[config.mk]
export PLATFORM = sky130hd
export DESIGN_NAME = vital_sign_frame_decoder
export DESIGN_NICKNAME = d
export VERILOG_FILES = /design/src/sv/vsfd_pkg.sv /design/src/sv/vital_sign_frame_decoder.sv
export VERILOG_INCLUDE_DIRS = /design/src /design/src/sv
export SDC_FILE = /design/constraint.sdc
export NUM_CORES = 1
export LEC_CHECK = 0
export BUFFER_PORTS_ARGS = -buffer_cell sky130_fd_sc_hd__buf_2
export CORE_MARGIN = 5
export CORE_UTILIZATION = 50
export CTS_CLUSTER_DIAMETER = 60
export CTS_CLUSTER_SIZE = 12
export DETAILED_ROUTE_END_ITERATION = 8
export PLACE_DENSITY = 0.65
export SLEW_MARGIN = 5
export SYNTH_ARGS = -nofsm -noshare
export SYNTH_HDL_FRONTEND = slang
export SYNTH_SLANG_ARGS = --single-unit
[constraint.sdc]
create_clock -name clk -period 8.8 [get_ports clk]
set_input_delay 0.88 -clock clk [delete_from_list [all_inputs] [get_ports clk]]
set_output_delay 0.88 -clock clk [all_outputs]
set_load 0.005 [all_outputs]
[src/sv/assert_macros.svh]
// Assertion macros shared by the decoder RTL.
// Depends on nothing; expects clk and arst_n in the including scope.
`ifndef ASSERT_MACROS_SVH
`define ASSERT_MACROS_SVH
`ifndef NO_ASSERTIONS
`define VSFD_ASSERT(lbl, expr) \
	lbl: assert property (@(posedge clk) disable iff (!arst_n) (expr)) \
		else $error("vsfd assertion failed");
`define VSFD_ASSERT_NEXT(lbl, ante, cons) \
	lbl: assert property (@(posedge clk) disable iff (!arst_n) (ante) |=> (cons)) \
		else $error("vsfd assertion failed");
`else
`define VSFD_ASSERT(lbl, expr)
`define VSFD_ASSERT_NEXT(lbl, ante, cons)
`endif
`endif

[src/sv/vsfd_pkg.sv]
// Constants and types for the vital sign frame decoder.
// No dependencies.
package vsfd_pkg;

	localparam logic [7:0] SYNC_BYTE   = 8'h55;
	localparam logic [7:0] CLASS_VITAL = 8'h05;
	localparam logic [7:0] GROUP_RESP  = 8'h01;
	localparam logic [7:0] GROUP_HEART = 8'h06;
	localparam logic [7:0] ITEM_RATE   = 8'h01;
	localparam logic [7:0] ITEM_BREATH = 8'h04;
	localparam logic [7:0] COUNT_MAX   = 8'hFF;

	localparam int CAP_DEPTH   = 4;
	localparam int CAP_FIRST   = 3;
	localparam int TDATA_W     = 24;

	typedef enum logic [1:0] {
		KIND_NONE   = 2'd0,
		KIND_RESP   = 2'd1,
		KIND_BREATH = 2'd2,
		KIND_HEART  = 2'd3
	} kind_t;

	typedef enum logic [1:0] {
		DRIVE_HOLD = 2'd0,
		DRIVE_ON   = 2'd1,
		DRIVE_OFF  = 2'd2,
		DRIVE_HOLD_ALT = 2'd3
	} drive_t;

	typedef enum logic {
		CFG_CONTROL_MODE = 1'b0,
		CFG_MANUAL_DRIVE = 1'b1
	} cfg_index_t;

	typedef struct packed {
		logic       frame_end;
		kind_t      update_kind;
		logic [7:0] respiration_rate;
		logic [2:0] breath_code;
		logic [7:0] heart_rate_value;
		logic       alarm_led;
	} result_t;

endpackage

[src/sv/vital_sign_frame_decoder.sv]
// Vital sign radar frame decoder, top level.
// Depends on vsfd_pkg and assert_macros.svh.
//
// Takes one serial byte per request on s_* and returns one result per byte on m_*.
// The frame parser and report decode are a single combinational pass from the
// state registers into a two-entry output buffer, so a byte is accepted every
// cycle while the output buffer has room, including while one result waits on a
// stalled m_tready. Frames open on 0x55, close after the length byte says so;
// m_tlast marks the closing byte, m_tuser carries the update kind. control_mode
// and manual_drive are written through cfg_* by the user while idle; not enforced.
`include "assert_macros.svh"

module vital_sign_frame_decoder (
	input  logic                         clk,
	input  logic                         arst_n,
	input  logic                         s_tvalid,
	output logic                         s_tready,
	input  logic [7:0]                   s_tdata,   // [7:0] rx_byte
	output logic                         m_tvalid,
	input  logic                         m_tready,
	// [7:0] respiration_rate, [10:8] breath_code, [18:11] heart_rate_value,
	// [19] alarm_led, [23:20] zero
	output logic [vsfd_pkg::TDATA_W-1:0] m_tdata,
	output logic                         m_tlast,   // frame_end
	output logic [1:0]                   m_tuser,   // [1:0] update_kind
	input  logic                         cfg_we,
	input  logic                         cfg_index,
	input  logic [1:0]                   cfg_data
);

	logic       in_frame_q;
	logic [7:0] byte_count_q;
	logic [7:0] frame_length_q;
	logic [7:0] cap_q [vsfd_pkg::CAP_DEPTH];
	logic [7:0] resp_rate_q;
	logic [2:0] breath_code_q;
	logic [7:0] pulse_rate_q;
	logic       led_q;
	logic       control_mode_q;
	logic [1:0] manual_drive_q;

	logic       accept;
	logic       start;
	logic       open_byte;
	logic       close;
	logic [7:0] eff_len;
	logic [7:0] cap_n [vsfd_pkg::CAP_DEPTH];
	logic [7:0] resp_rate_n;
	logic [2:0] breath_code_n;
	logic [7:0] pulse_rate_n;
	logic       led_n;
	vsfd_pkg::kind_t kind_n;
	vsfd_pkg::result_t res_n;

	vsfd_pkg::result_t out_q;
	vsfd_pkg::result_t skid_q;
	logic       out_valid_q;
	logic       skid_valid_q;
	logic       out_fire;

	assign s_tready = !skid_valid_q;
	assign accept   = s_tvalid && s_tready;
	assign out_fire = out_valid_q && m_tready;

	assign start     = !in_frame_q && (s_tdata == vsfd_pkg::SYNC_BYTE);
	assign open_byte = in_frame_q && (byte_count_q != vsfd_pkg::COUNT_MAX);
	assign eff_len   = (byte_count_q == 8'd1) ? s_tdata : frame_length_q;
	assign close     = open_byte && (byte_count_q == eff_len);

	always_comb begin
		for (int i = 0; i < vsfd_pkg::CAP_DEPTH; i++) begin
			if (start) begin
				cap_n[i] = 8'd0;
			end else if (open_byte && byte_count_q == 8'(vsfd_pkg::CAP_FIRST + i)) begin
				cap_n[i] = s_tdata;
			end else begin
				cap_n[i] = cap_q[i];
			end
		end
	end

	always_comb begin
		resp_rate_n   = resp_rate_q;
		breath_code_n = breath_code_q;
		pulse_rate_n  = pulse_rate_q;
		kind_n        = vsfd_pkg::KIND_NONE;
		if (close && cap_n[0] == vsfd_pkg::CLASS_VITAL) begin
			priority if (cap_n[1] == vsfd_pkg::GROUP_RESP) begin
				priority if (cap_n[2] == vsfd_pkg::ITEM_RATE) begin
					resp_rate_n = cap_n[3];
					kind_n      = vsfd_pkg::KIND_RESP;
				end else if (cap_n[2] == vsfd_pkg::ITEM_BREATH) begin
					if (cap_n[3] >= 8'd1 && cap_n[3] <= 8'd5) begin
						breath_code_n = cap_n[3][2:0];
					end
					kind_n = vsfd_pkg::KIND_BREATH;
				end else begin
					kind_n = vsfd_pkg::KIND_NONE;
				end
			end else if (cap_n[1] == vsfd_pkg::GROUP_HEART) begin
				if (cap_n[2] == vsfd_pkg::ITEM_RATE) begin
					pulse_rate_n = cap_n[3];
				end
				kind_n = vsfd_pkg::KIND_HEART;
			end else begin
				kind_n = vsfd_pkg::KIND_NONE;
			end
		end
	end

	// LED: breath code drives it in auto mode, the command in manual mode
	always_comb begin
		led_n = led_q;
		if (!control_mode_q) begin
			priority if (breath_code_n == 3'd1 || breath_code_n == 3'd5) begin
				led_n = 1'b1;
			end else if (breath_code_n >= 3'd2 && breath_code_n <= 3'd4) begin
				led_n = 1'b0;
			end else begin
				led_n = led_q;
			end
		end else begin
			unique case (vsfd_pkg::drive_t'(manual_drive_q))
				vsfd_pkg::DRIVE_ON:  led_n = 1'b1;
				vsfd_pkg::DRIVE_OFF: led_n = 1'b0;
				default:             led_n = led_q;
			endcase
		end
	end

	always_comb begin
		res_n.frame_end        = close;
		res_n.update_kind      = kind_n;
		res_n.respiration_rate = resp_rate_n;
		res_n.breath_code      = breath_code_n;
		res_n.heart_rate_value = pulse_rate_n;
		res_n.alarm_led        = led_n;
	end

	always_ff @(posedge clk or negedge arst_n) begin
		if (!arst_n) begin
			in_frame_q     <= 1'b0;
			byte_count_q   <= 8'd0;
			frame_length_q <= 8'd0;
			for (int i = 0; i < vsfd_pkg::CAP_DEPTH; i++) begin
				cap_q[i] <= 8'd0;
			end
			resp_rate_q    <= 8'd0;
			breath_code_q  <= 3'd0;
			pulse_rate_q   <= 8'd0;
			led_q          <= 1'b0;
		end else if (accept) begin
			if (start) begin
				in_frame_q   <= 1'b1;
				byte_count_q <= 8'd1;
			end else if (open_byte) begin
				byte_count_q <= byte_count_q + 8'd1;
				if (close) begin
					in_frame_q <= 1'b0;
				end
			end
			if (open_byte && byte_count_q == 8'd1) begin
				frame_length_q <= s_tdata;
			end
			for (int i = 0; i < vsfd_pkg::CAP_DEPTH; i++) begin
				cap_q[i] <= cap_n[i];
			end
			resp_rate_q   <= resp_rate_n;
			breath_code_q <= breath_code_n;
			pulse_rate_q  <= pulse_rate_n;
			led_q         <= led_n;
		end
	end

	always_ff @(posedge clk or negedge arst_n) begin
		if (!arst_n) begin
			control_mode_q <= 1'b0;
			manual_drive_q <= 2'd0;
		end else if (cfg_we) begin
			unique case (vsfd_pkg::cfg_index_t'(cfg_index))
				vsfd_pkg::CFG_CONTROL_MODE: control_mode_q <= cfg_data[0];
				vsfd_pkg::CFG_MANUAL_DRIVE: manual_drive_q <= cfg_data;
			endcase
		end
	end

	// two-entry output buffer
	always_ff @(posedge clk or negedge arst_n) begin
		if (!arst_n) begin
			out_valid_q  <= 1'b0;
			skid_valid_q <= 1'b0;
		end else if (skid_valid_q) begin
			if (out_fire) begin
				skid_valid_q <= 1'b0;
			end
		end else if (accept) begin
			if (out_valid_q && !out_fire) begin
				skid_valid_q <= 1'b1;
			end else begin
				out_valid_q <= 1'b1;
			end
		end else if (out_fire) begin
			out_valid_q <= 1'b0;
		end
	end

	always_ff @(posedge clk) begin
		if (skid_valid_q) begin
			if (out_fire) begin
				out_q <= skid_q;
			end
		end else if (accept) begin
			if (out_valid_q && !out_fire) begin
				skid_q <= res_n;
			end else begin
				out_q <= res_n;
			end
		end
	end

	assign m_tvalid = out_valid_q;
	assign m_tlast  = out_q.frame_end;
	assign m_tuser  = out_q.update_kind;
	assign m_tdata  = {4'd0, out_q.alarm_led, out_q.heart_rate_value,
		out_q.breath_code, out_q.respiration_rate};

	`VSFD_ASSERT(a_skid_needs_out, !skid_valid_q || out_valid_q)
	`VSFD_ASSERT(a_kind_only_at_end, !m_tvalid || m_tuser == 2'd0 || m_tlast)
	`VSFD_ASSERT(a_open_has_count, !in_frame_q || byte_count_q != 8'd0)
	`VSFD_ASSERT_NEXT(a_skid_refills_out, out_fire && skid_valid_q, out_valid_q && !skid_valid_q)

endmodule

# == Word-level counts from Yosys, hierarchy flattened ==
# Cells that the tools add are included.
# totals
ff_bits,120
out_inout_bits,29
# op_classes
n_bitwise,2
n_reduce_logical,30
n_eq_ne,20
n_mux,46
addsub,1
n_lt_le_gt_ge,4
# ops
operator,n
2-to-1 mux 8 bit,18
2-to-1 mux 23 bit,4
"equality test 8 x 3 -> 1 bit, second input constant",6
"equality test 8 x 1 -> 1 bit, second input constant",3
2-to-1 mux 3 bit,5
logical AND 1 bit,14
2-to-1 mux 1 bit,13
AND reduction 3 bit,4
2-to-1 mux 2 bit,5
"adder 8 x 1 -> 8 bit, second input constant",1
"equality test 8 x 2 -> 1 bit, second input constant",1
"equality test 8 x 7 -> 1 bit, second input constant",1
equality test 8 bit,1
"greater-or-equal comparator 8 x 1 -> 1 bit, second input constant",1
"less-or-equal comparator 8 x 3 -> 1 bit, second input constant",1
"inequality test 8 bit, second input constant",1
AND reduction 2 bit,4
nonzero test 2 bit,4
"inequality test 2 bit, second input constant",2
"equality test 3 x 1 -> 1 bit, second input constant",1
"equality test 3 bit, second input constant",1
"greater-or-equal comparator 3 x 2 -> 1 bit, second input constant",1
"less-or-equal comparator 3 bit, second input constant",1
zero test 1 bit,3
6 further kinds,7

# == Depth between registers and ports, before layout ==
# Gate-level depths: netlist (run 1).
# depth
word_depth,20
mapped_depth,12

# == Worst setup path after synthesis (run 1) ==
# OpenSTA, ideal clock, no wires.
# synth_timing
kind,input -> register
startpoint,in s_tdata[3]
endpoint,reg out_q (netlist bit m_tdata[11]) (data pin)
n_path_buf,3
setup_time_ps,260
slack_ps,5364
required_time_ps,8540
t_arrival_ps,3176
stages,10
cell_sequence,clkbuf_1 > or3_1 > or4_1 > clkbuf_1 > nand2_1 > nor3_1 > nand3_1 > clkbuf_1 > o21ai_1 > mux2_2
# synth_via
elab_chain_cells,11
elab_cells_between_ends,24
cone_classes,eq/ne: 6; mux: 15; reduce/logical: 3
# synth_rtl
item,line_no,source
from (decl),vital_sign_frame_decoder.sv:18,"input logic [7:0] s_tdata,"
equality test 8 x 7 -> 1 bit,vital_sign_frame_decoder.sv:65,assign start = !in_frame_q && (s_tdata == vsfd_pkg::SYNC_BYTE);
logical AND 1 bit,vital_sign_frame_decoder.sv:65,
2-to-1 mux 8 bit,vital_sign_frame_decoder.sv:72,if (start) begin
equality test 8 x 1 -> 1 bit,vital_sign_frame_decoder.sv:101,if (cap_n[2] == vsfd_pkg::ITEM_RATE) begin
2-to-1 mux 8 bit,vital_sign_frame_decoder.sv:101,
2-to-1 mux 8 bit,vital_sign_frame_decoder.sv:100,end else if (cap_n[1] == vsfd_pkg::GROUP_HEART) begin
2-to-1 mux 8 bit,vital_sign_frame_decoder.sv:88,priority if (cap_n[1] == vsfd_pkg::GROUP_RESP) begin
2-to-1 mux 8 bit (*),vital_sign_frame_decoder.sv:87,if (close && cap_n[0] == vsfd_pkg::CLASS_VITAL) begin
named net pulse_rate_n[0],vital_sign_frame_decoder.sv:50,logic [7:0] pulse_rate_n;
2-to-1 mux 23 bit (*),vital_sign_frame_decoder.sv:213,if (out_valid_q && !out_fire) begin
2-to-1 mux 23 bit (*),vital_sign_frame_decoder.sv:212,end else if (accept) begin
2-to-1 mux 23 bit (*),vital_sign_frame_decoder.sv:208,if (skid_valid_q) begin
to (signal assigned),vital_sign_frame_decoder.sv:210,out_q <= skid_q;
to (signal assigned),vital_sign_frame_decoder.sv:216,out_q <= res_n;
to (decl),vital_sign_frame_decoder.sv:55,vsfd_pkg::result_t out_q;
# The timed path passes the listed nets; every way through them passes the cells marked *. The select of a mux whose other input is x is not followed.
# A chain may end at the register's enable or synchronous reset.

# == Final worst setup path (run 1) ==
# layout_timing
startpoint,reg byte_count_q[7]
endpoint,reg out_q (netlist bit m_tdata[9]) (data pin)
# layout_via
elab_chain_cells,15
elab_cells_between_ends,38
cone_classes,order compare: 2; eq/ne: 11; mux: 17; reduce/logical: 8
# layout_rtl
item,line_no,source
from (decl),vital_sign_frame_decoder.sv:32,logic [7:0] byte_count_q;
from (signal assigned),vital_sign_frame_decoder.sv:157,byte_count_q <= byte_count_q + 8'd1;
inequality test 8 bit,vital_sign_frame_decoder.sv:66,assign open_byte = in_frame_q && (byte_count_q != vsfd_pkg::COUNT_MAX);
logical AND 1 bit,vital_sign_frame_decoder.sv:66,
logical AND 1 bit,vital_sign_frame_decoder.sv:74,end else if (open_byte && byte_count_q == 8'(vsfd_pkg::CAP_FIRST + i)) begin
2-to-1 mux 8 bit,vital_sign_frame_decoder.sv:74,
2-to-1 mux 8 bit,vital_sign_frame_decoder.sv:72,
greater-or-equal comparator 8 x 1 -> 1 bit / less-or-equal comparator 8 x 3 -> 1 bit (equally long branches),vital_sign_frame_decoder.sv:93,if (cap_n[3] >= 8'd1 && cap_n[3] <= 8'd5) begin
logical AND 1 bit,vital_sign_frame_decoder.sv:93,
2-to-1 mux 3 bit,vital_sign_frame_decoder.sv:93,
2-to-1 mux 3 bit,vital_sign_frame_decoder.sv:92,end else if (cap_n[2] == vsfd_pkg::ITEM_BREATH) begin
2-to-1 mux 3 bit,vital_sign_frame_decoder.sv:89,priority if (cap_n[2] == vsfd_pkg::ITEM_RATE) begin
2-to-1 mux 3 bit,vital_sign_frame_decoder.sv:88,
2-to-1 mux 3 bit (*),vital_sign_frame_decoder.sv:87,
named net breath_code_n[1],vital_sign_frame_decoder.sv:49,logic [2:0] breath_code_n;
2-to-1 mux 23 bit (*),vital_sign_frame_decoder.sv:213,
2-to-1 mux 23 bit (*),vital_sign_frame_decoder.sv:212,
2-to-1 mux 23 bit (*),vital_sign_frame_decoder.sv:208,
# Marked as above.

==> summary.md, run 1 <==
| Metric | Value |
|---|---|
| Netlist cell types | `60` |
| Ys async rst share | `between 60 and 70%` |
| Max VDD drop | `approximately 0.00018 V` |
| Most common cell after layout, fill and taps aside | `dfrtp_1` |
| Area growth syn-to-layout | `15.9%` |
| Drt wl/cell | `~19 um` |
| Layout Cells excl Fill | `a little under 700` |
| Fin. max-slew vios | `0` |
| Mapped Avg Cell Area | `11.4 um^2` |
| Ys flop type | `dfrtp_1` |
| Fin crit share | `around 43%` |
| CTS clk-pin slew, worst paths | `approximately 0.06 ns` |
| Most frequent cells in the layout | `74 x dfrtp_1, 67 x nand2_1, 46 x edfxtp_1` |
| DIE WIDTH | `117 um` |
| Max-slew headroom | `between 20% and 30%` |
| Via density | `5.89` |
| Initial Util | `roughly half` |
| EDFF count, synth | `46` |
| Critical Path End Type | `flop` |
| Final Wtd Congestion | `about 0.82` |
| Initial antenna violation count | `0` |
| Layout Utilization | `between 50% and 60%` |
| Final min period | `around 3.8 ns` |
| # H-tree levels | `4` |
| N_diodes | `0` |
| Synthesized instance count | `501` |
| Largest net degree at the start of global routing | `75` |
| Placed cell count | `between 600 and 700` |
| FILL cells | `~940` |
| Setup TNS | `0 ns` |
| Sequential-to-total area share from yosys stat | `between 50% and 60%` |
| Grt total ovfl | `0` |
| TritonRoute pass-1 iters | `6` |
| Row Count | `39` |
| Vias in the first global route | `a little over 4000` |
| RSZ-0062 raised after global routing | `no` |
| DRC viols | `0` |
| Ys Warns | `0` |
| Number of DRC markers in iteration 0 | `approximately 240` |
| Max-cap violation count | `0` |
| Syn Std Cell Area | `between 5000 and 6000 um^2` |
| First-pass GRT wire length | `approximately 21000 um` |
| FMAX | `262 MHz` |
| HP Class | `flop to flop` |
| Hold-fix buffer count after cts | `0` |
| R2R setup slack | `between 4 and 5 ns` |
| Die height | `around 120 um` |
| Clock tree buffer depth | `2` |
| Critical path arrival | `3.98 ns` |
| CTS root buf | `clkbuf_16` |
| CORE AREA | `approximately 11000 um^2` |
| Share of cells above drive strength 1 | `between 20% and 30%` |
| DP HPWL | `~8600 um` |
| Fin area | `6640 um^2` |
| Critical path required time | `around 9 ns` |
| Ports | `45` |
| Die Area | `13700 um^2` |
| Final-report hold violation count | `0` |
| Post-route antenna net violation count | `0` |
| Num CTS Buffers | `17` |
| Total track usage | `around a fifth` |
| Outcome | `finished, final reports clean` |
| PwrDens | `~250 nW/um^2` |
| CTS resizes | `0` |
| Worst Skew | `roughly 0.0052 ns` |
| Setup Buffers After CTS | `0` |
| Placed Area | `around 6000 um^2` |
| CTS tree | `built` |
| Slew @ Worst Pin | `about 1.2 ns` |
| Critical path class | `flop to flop` |
| Worst Setup Start Kind | `flop` |
| Vias | `4100` |
| Final wirelength | `roughly 13000 um` |
| Later-pin clock latency in the skew report | `slightly above 0.4 ns` |
| I/O Buffers | `40` |
| Hold Worst Slack | `roughly 0.49 ns` |
| CTS Sinks | `120` |
| Synthesized flop and latch total | `120` |
| Nets | `561` |
| Worst-path maximum fanout | `18` |
| Final setup violating endpoints | `0` |
| Leakage power total | `0.00287 uW` |
==> sequential cells by signal, indices dropped and copies added, names as in the netlist <==
signal,flops
cap_q,32
skid_q,23
m_tdata,20
byte_count_q,8
frame_length_q,8
pulse_rate_q,8
resp_rate_q,8
breath_code_q,3
m_tuser,2
manual_drive_q,2
control_mode_q,1
in_frame_q,1
led_q,1
m_tlast,1
m_tvalid,1
skid_valid_q,1
==> stage by stage <==
step	power, uW	setup slack (ns)
finish	1690	4.98
global placement	997	5.00
global route	1770	4.71
detailed placement	1000	4.90
CTS	1710	5.00
floorplan	889	5.36
==> final timing paths <==
kind | startpoint | endpoint | depth (start not counted)
setup / recovery | byte_count_q[7]$_DFFE_PN0P_ | m_tdata[9]$_DFFE_PP_ | 8
hold / removal | pulse_rate_q[1]$_DFFE_PN0P_ | pulse_rate_q[1]$_DFFE_PN0P_ | 2
setup reg to reg | byte_count_q[7]$_DFFE_PN0P_ | m_tdata[9]$_DFFE_PP_ | 8
hold reg to reg | pulse_rate_q[1]$_DFFE_PN0P_ | pulse_rate_q[1]$_DFFE_PN0P_ | 2
max in group asynchronous | arst_n | resp_rate_q[0]$_DFFE_PN0P_ | 2
min in group asynchronous | arst_n | manual_drive_q[1]$_DFFE_PN0P_ | 2
==> cell families after synthesis <==
kind of cell / share of synthesized area (%)
other: 0.0655
flip-flops: 56.5
AO/OA/AOI/OAI: 12.7
AND/OR/NAND/NOR: 14.3
multiplexers: 10.2
adder cells (fa/ha/maj): 1.09
buffers and inverters: 3.23
XOR/XNOR: 1.99
==> power by group <==
group	total (uW)	internal (uW)	switching, uW
Sequential	723	673	50.4
Clock	700	452	248
Combinational	267	112	155
==> cell usage after synthesis, types with 8 or more instances <==
cell type	instances	area (um^2)
o21ai_1	26	130
clkbuf_1	23	86.3
dfrtp_1	74	1850
nor2_1	24	90.1
a32o_1	8	80.1
inv_1	17	63.8
o21ai_0	15	75.1
a22o_1	23	201
mux2_2	43	484
nor3_1	12	60.1
nand2_1	67	251
nand3_1	11	55.1
edfxtp_1	46	1380
xnor2_1	10	87.6
a21oi_1	12	60.1
==> final cells by class <==
class                      count  area [um^2]  area share, %
clock buffer                  21          450           6.79
clock inverter                11          148           2.23
inverter                      17         63.8          0.962
multi-input combinational    339         2320           35.0
sequential                   120         3230           48.7
tap                          143          179           2.70
timing repair buffer          45          238           3.58
==> worst max-delay path, cell delays in order (launching register included) <==
cell      delay [ns]
dfrtp_1         0.46
nor4_2          0.48
nand4_1         0.78
mux2i_1         0.49
nand3_2         0.14
nor4_4          0.41
o311ai_1        0.25
a22o_1          0.29
mux2_4          0.26
==> metal layers <==
metal | part of all wire [%] | vias to the layer above | track usage (%)
met5 | 0 | - | 0
met4 | 1.4 | 0 | 7.72
met3 | 5.6 | 15 | 5.55
met2 | 48 | 112 | 33.6
met1 | 45 | 2056 | 27.2
li1 | - | 1917 | -
Power figures use the tool's default switching activity.
==> run 2: changes to the inputs <==
PLACE_DENSITY = 0.68   (was 0.65)
clock period = 3.1 ns   (was 8.8 ns; I/O delays follow)
==> run 2 against run 1 <==
Compared with the run above:
- non-clock buffer count is 31 higher
- first-iteration DRC count is 11% lower
- sequential power grew to 2.8 times the previous value
- core utilization is 2.9 points higher
- clock power grew to 2.8 times the previous value
- critical path type unchanged
==> summary.md, run 2 (synthesis gave the netlist of run 1 again) <==
| Metric | Value |
|---|---|
| # H-tree levels | `4` |
| I/O Buffers | `40` |
| Max-cap violation count | `0` |
| Fin crit share | `between 90% and 100%` |
| Clock tree buffer depth | `2` |
| Critical path required time | `between 3 and 4 ns` |
| Critical path class | `flop to flop` |
| Die Area | `about 14000 um^2` |
| Via density | `a little under 6` |
| DP HPWL | `slightly above 9000 um` |
| Later-pin clock latency in the skew report | `approximately 0.42 ns` |
| WHS Path Cells | `2` |
| R2r endpoint | `m_tdata[9]$_DFFE_PP_` |
| Worst Setup Start Kind | `flop` |
| Area growth syn-to-layout | `21.5%` |
| Initial Util | `around 51%` |
| Worst Skew | `~0.0084 ns` |
| Max VDD drop | `about 0.00058 V` |
| CORE AREA | `~11000 um^2` |
| Worst-path maximum fanout | `5` |
| Worst path most repeated cell | `or4_4` |
| Post-route antenna net violation count | `0` |
| Reg2reg path depth | `8` |
| RSZ-0062 raised after global routing | `yes` |
| Die height | `about 120 um` |
| CP Buf/Inv Count | `0` |
| Final Wtd Congestion | `0.910` |
| Reg area | `around 3200 um^2` |
| FMAX | `approximately 330 MHz` |
| Fin area | `6960 um^2` |
| Vias in the first global route | `between 4000 and 5000` |
| Max-slew headroom | `between 50% and 60%` |
| Final min period | `between 3 and 4 ns` |
| Vias | `4246` |
| CTS root buf | `clkbuf_16` |
| TritonRoute pass-1 iters | `5` |
| Num CTS Buffers | `17` |
| Hold Worst Slack | `about 0.075 ns` |
| Grt total ovfl | `0` |
| Hold_sp | `m_tready` |
| Fin. max-slew vios | `0` |
| CTS tree | `built` |
| DIE WIDTH | `between 100 and 150 um` |
| Share of cells above drive strength 1 | `between 20 and 30%` |
| Worst path cell trace | `or4_4 -> or4_4 -> a21oi_4 -> nand3_2 -> nor4_4 -> o311ai_2 -> a22o_1 -> mux2_4` |
| Placed Area | `~6300 um^2` |
| FILL cells | `910` |
| CTS clk-pin slew, worst paths | `0.06 ns` |
| Initial antenna violation count | `0` |
| Outcome | `finished, final reports clean` |
| HP Class | `input pin to flop` |
| Slew @ Worst Pin | `0.610 ns` |
| Most common cell after layout, fill and taps aside | `dfrtp_1` |
| Critical Path End Type | `flop` |
| Hold Path End | `skid_valid_q$_DFF_PN0_` |
| CTS Sinks | `120` |
| Leakage power total | `~0.0030 uW` |
| Drt wl/cell | `about 18 um` |
| Nets | `592` |
| Total track usage | `a little over a fifth` |
| R2R setup slack | `approximately 0.09 ns` |
| Final-report hold violation count | `0` |
| Crit-path slowest cell | `or4_4` |
| Largest reg by FF count | `cap_q` |
| First-pass GRT wire length | `approximately 22000 um` |
| Largest net degree at the start of global routing | `33` |
| Row Count | `39` |
| PwrDens | `around 700 nW/um^2` |
| Multi-input gate area | `2390 um^2` |
| Critical path arrival | `about 3.2 ns` |
| Number of DRC markers in iteration 0 | `210` |
| Max reg flops | `32` |
| Final setup violating endpoints | `0` |
| Reg2reg start | `byte_count_q[7]$_DFFE_PN0P_` |
| N_diodes | `0` |
| Slowest stage delay, CP | `0.58 ns` |
| Final wirelength | `between 10000 and 15000 um` |
| Ports | `45` |
| DRC viols | `0` |
| Most frequent cells in the layout | `73 x dfrtp_1, 67 x nand2_1, 46 x edfxtp_1` |
| CP top delay family | `simple AND/OR/NAND/NOR gates` |
-- run 2: final cells by class --
| type | count | area share [%] |
|---|---|---|
| well taps | 143 | 2.57 |
| repair buffers | 76 | 7.34 |
| clock buffers | 20 | 6.27 |
| flip-flops and latches | 120 | 46.5 |
| multi-input cells | 339 | 34.4 |
| inverters | 17 | 0.917 |
| clock inverters | 12 | 2.07 |
-- run 2: what timing repair did --
item                       4_1_cts  5_1_grt
setup endpoints to repair        3       22
buffers inserted                 0        3
hold buffers                     1        0
resized for setup                1       13
pin swaps                        0        7
hold endpoints to repair        21        0
-- run 2: where the power goes --
part | switching [uW] | leakage (uW) | total (uW) | internal (uW)
Clock | 734 | 0.000272 | 1930 | 1190
Combinational | 504 | 0.00130 | 909 | 406
Sequential | 125 | 0.00145 | 2030 | 1910
-- run 2: how the worst max path moves through the flow --
stage                                      from                     to  slack [ns]  cells after the start
CTS                 byte_count_q[7]$_DFFE_PN0P_   m_tdata[9]$_DFFE_PP_       0.002                      8
finish              byte_count_q[7]$_DFFE_PN0P_   m_tdata[9]$_DFFE_PP_        0.09                      8
global route        byte_count_q[7]$_DFFE_PN0P_   m_tdata[9]$_DFFE_PP_       -0.02                      8
floorplan           byte_count_q[7]$_DFFE_PN0P_   m_tdata[9]$_DFFE_PP_       0.003                      8
detailed placement  byte_count_q[7]$_DFFE_PN0P_  m_tdata[19]$_DFFE_PP_       -0.03                      9
global placement    byte_count_q[7]$_DFFE_PN0P_  m_tdata[19]$_DFFE_PP_        0.05                      9
-- run 2: worst reg2reg max path, cell delays in order, from the launching register on --
cell and delay (ns):
dfrtp_1 0.38, or4_4 0.58, or4_4 0.46, a21oi_4 0.18
nand3_2 0.11, nor4_4 0.33, o311ai_2 0.20, a22o_1 0.27
mux2_4 0.26
-- run 2: metrics by stage --
| step | util, % | std cells | setup WS [ns] | power, uW | TNS [ns] |
|---|---|---|---|---|---|
| floorplan | - | 504 | 0.00261 | 2520 | 0 |
| detailed placement | 55.4 | 691 | -0.0266 | 2920 | -0.0662 |
| finish | 61.5 | 727 | 0.0894 | 4870 | 0 |
| CTS | 60.7 | 724 | 0.00248 | 4860 | 0 |
| global placement | 55.4 | 691 | 0.0472 | 2900 | 0 |
| global route | 61.5 | 727 | -0.0218 | 5090 | -0.0218 |
-- run 2: layer usage --
metal  vias to the layer above  track usage (%)  share of wire (%)  wire (um)
met3                        25             6.22                5.5        731
met5                         -                0                  0          0
li1                       1976                -                  -          -
met1                      2099             27.8                 43       5810
met2                       146             33.8                 49       6560
met4                         0             8.10                2.0        265
==> run 3: changes to the inputs <==
CAP_MARGIN = 25   (was unset)
SETUP_SLACK_MARGIN = 0.5   (was unset)
==> run 3 against run 2 <==
Compared with the run above:
- design area increased by 4.2%
- non-clock buffer count increased by 12
- total power fell by 0.31%
- hold slack better by 0.016 ns
- clock power about the same
- maximum frequency shrank 2.4%
- critical endpoint unchanged
- largest cell class unchanged
- highest routed layer unchanged
==> summary.md, run 3 (synthesis gave the netlist of run 1 again) <==
| Metric | Value |
|---|---|
| CTS root buf | `clkbuf_16` |
| Final Power | `4860 uW` |
| Vias | `4320` |
| Critical path class | `flop to flop` |
| Worst Setup Start Kind | `flop` |
| Worst-path maximum fanout | `5` |
| Fin. max-slew vios | `0` |
| Via density | `5.85` |
| Placed cell count | `roughly 690` |
| FILL cells | `831` |
| Initial Util | `slightly above 50%` |
| WHS Path Cells | `2` |
| Max reg flops | `32` |
| Row Count | `39` |
| Worst path most repeated cell | `or4_4` |
| Later-pin clock latency in the skew report | `0.42 ns` |
| Vias in the first global route | `between 4000 and 5000` |
| CORE AREA | `around 11000 um^2` |
| HP Class | `input pin to flop` |
| Critical path arrival | `about 3.3 ns` |
| DP HPWL | `approximately 9000 um` |
| R2r endpoint | `m_tdata[9]$_DFFE_PP_` |
| First-pass GRT wire length | `roughly 23000 um` |
| RSZ-0062 raised after global routing | `yes` |
| Post-route antenna net violation count | `0` |
| Reg2reg start | `byte_count_q[7]$_DFFE_PN0P_` |
| DIE WIDTH | `117 um` |
| Most common cell after layout, fill and taps aside | `dfrtp_1` |
| CTS clk-pin slew, worst paths | `approximately 0.05 ns` |
| Outcome | `finished, final reports clean` |
| Final Wtd Congestion | `just over 0.9` |
| Hold Path End | `skid_valid_q$_DFF_PN0_` |
| Clock tree buffer depth | `2` |
| N_diodes | `0` |
| Final setup violating endpoints | `0` |
| Nets | `roughly 610` |
| Final min period | `approximately 3.1 ns` |
| Worst Skew | `slightly above 0.007 ns` |
| CTS Sinks | `120` |
| Largest net degree at the start of global routing | `between 40 and 50` |
| Num CTS Buffers | `17` |
| Die Area | `13700 um^2` |
| Area growth syn-to-layout | `26.7%` |
| R2R setup slack | `~0.015 ns` |
| Final-report hold violation count | `0` |
| Number of DRC markers in iteration 0 | `370` |
| Die height | `between 100 and 150 um` |
| Critical Path End Type | `flop` |
| Hold_sp | `m_tready` |
| I/O Buffers | `40` |
| Initial antenna violation count | `0` |
| Drt wl/cell | `19.0 um` |
| Max VDD drop | `around 0.00061 V` |
| Max-cap violation count | `0` |
| Layout Cells excl Fill | `about 740` |
| Share of cells above drive strength 1 | `34.4%` |
| Fin crit share | `between 90% and 100%` |
| Worst path cell trace | `or4_4 -> or4_4 -> a21oi_4 -> nand3_2 -> nor4_4 -> o311ai_2 -> a22o_1 -> mux2_4` |
| Grt total ovfl | `0` |
| TritonRoute pass-1 iters | `5` |
| Slowest stage delay, CP | `about 0.60 ns` |
| Slew @ Worst Pin | `approximately 0.81 ns` |
| PwrDens | `669 nW/um^2` |
| Leakage power total | `0.00314 uW` |
| Largest reg by FF count | `cap_q` |
| Ports | `45` |
| DRC viols | `0` |
| Final wirelength | `14000 um` |
| # H-tree levels | `4` |
| Most frequent cells in the layout | `72 x dfrtp_1, 57 x nand2_1, 46 x edfxtp_1` |
| CTS tree | `built` |
| Max-slew headroom | `a little under half` |
| Critical path required time | `between 3 and 4 ns` |
| Reg2reg path depth | `8` |
| FMAX | `324 MHz` |
| Total track usage | `between 20% and 30%` |
| Crit-path slowest cell | `or4_4` |
## run 3: where the power goes
| group | leakage (uW) | internal [uW] | switching [uW] |
|---|---|---|---|
| Combinational | 0.00143 | 406 | 509 |
| Clock | 0.000270 | 1240 | 668 |
| Sequential | 0.00145 | 1910 | 116 |
## run 3: worst max-delay path by stage
stage / start / to / slack, ns
floorplan: byte_count_q[7]$_DFFE_PN0P_ / m_tdata[9]$_DFFE_PP_ / 0.14
global placement: byte_count_q[6]$_DFFE_PN0P_ / m_tdata[9]$_DFFE_PP_ / 0.12
detailed placement: byte_count_q[6]$_DFFE_PN0P_ / m_tdata[9]$_DFFE_PP_ / -0.005
CTS: byte_count_q[7]$_DFFE_PN0P_ / m_tdata[9]$_DFFE_PP_ / 0.06
global route: byte_count_q[7]$_DFFE_PN0P_ / skid_q[0]$_DFFE_PP_ / -0.15
finish: byte_count_q[7]$_DFFE_PN0P_ / m_tdata[9]$_DFFE_PP_ / 0.01
## run 3: worst max-delay path: cells and delay by family (launching register included)
family	cells	cell delay, ns
and+or+nand+nor	4	1.53
AOI/OAI and AO/OA	3	0.63
DFF	1	0.42
muxes	1	0.26
## run 3: final cells by class
class | instances | area (um^2) | area share [%]
flip-flops and latches | 120 | 3240 | 44.6
multi-input cells | 340 | 2590 | 35.8
repair buffers | 88 | 611 | 8.42
clock buffers | 20 | 437 | 6.02
well taps | 143 | 179 | 2.47
clock inverters | 11 | 134 | 1.85
inverters | 17 | 63.8 | 0.880
## run 3: timing repair
action | CTS | global route
endpoints found under the hold margin | 2 | 0
setup endpoints to repair | 55 | 68
hold buffers | 1 | 0
gates resized for setup | 41 | 5
buffers inserted | 19 | 2
cloned | 1 | 0
pin swaps | 19 | 3
## run 3: per-stage QoR
step / hold slack, ns / setup TNS (ns) / util (%) / cell area, um^2 / worst slack, ns
2_1_floorplan: 0.0144 / 0 / - / 5830 / 0.143
3_3_place_gp: 0.441 / 0 / 55.7 / 6300 / 0.124
3_5_place_dp: 0.438 / -0.00527 / 55.7 / 6300 / -0.00527
4_1_cts: 0.0842 / 0 / 63.8 / 7220 / 0.0567
5_1_grt: 0.0838 / -0.982 / 64.1 / 7250 / -0.146
6_report: 0.0918 / 0 / 64.1 / 7250 / 0.0150
## run 3: metal layers
layer  wire [um]  share of wire (%)  GRT usage, %
met5           0                  0             0
met4         344                2.5          10.1
met3         895                6.4          4.83
met2        6720                 48          34.8
met1        6050                 43          29.2
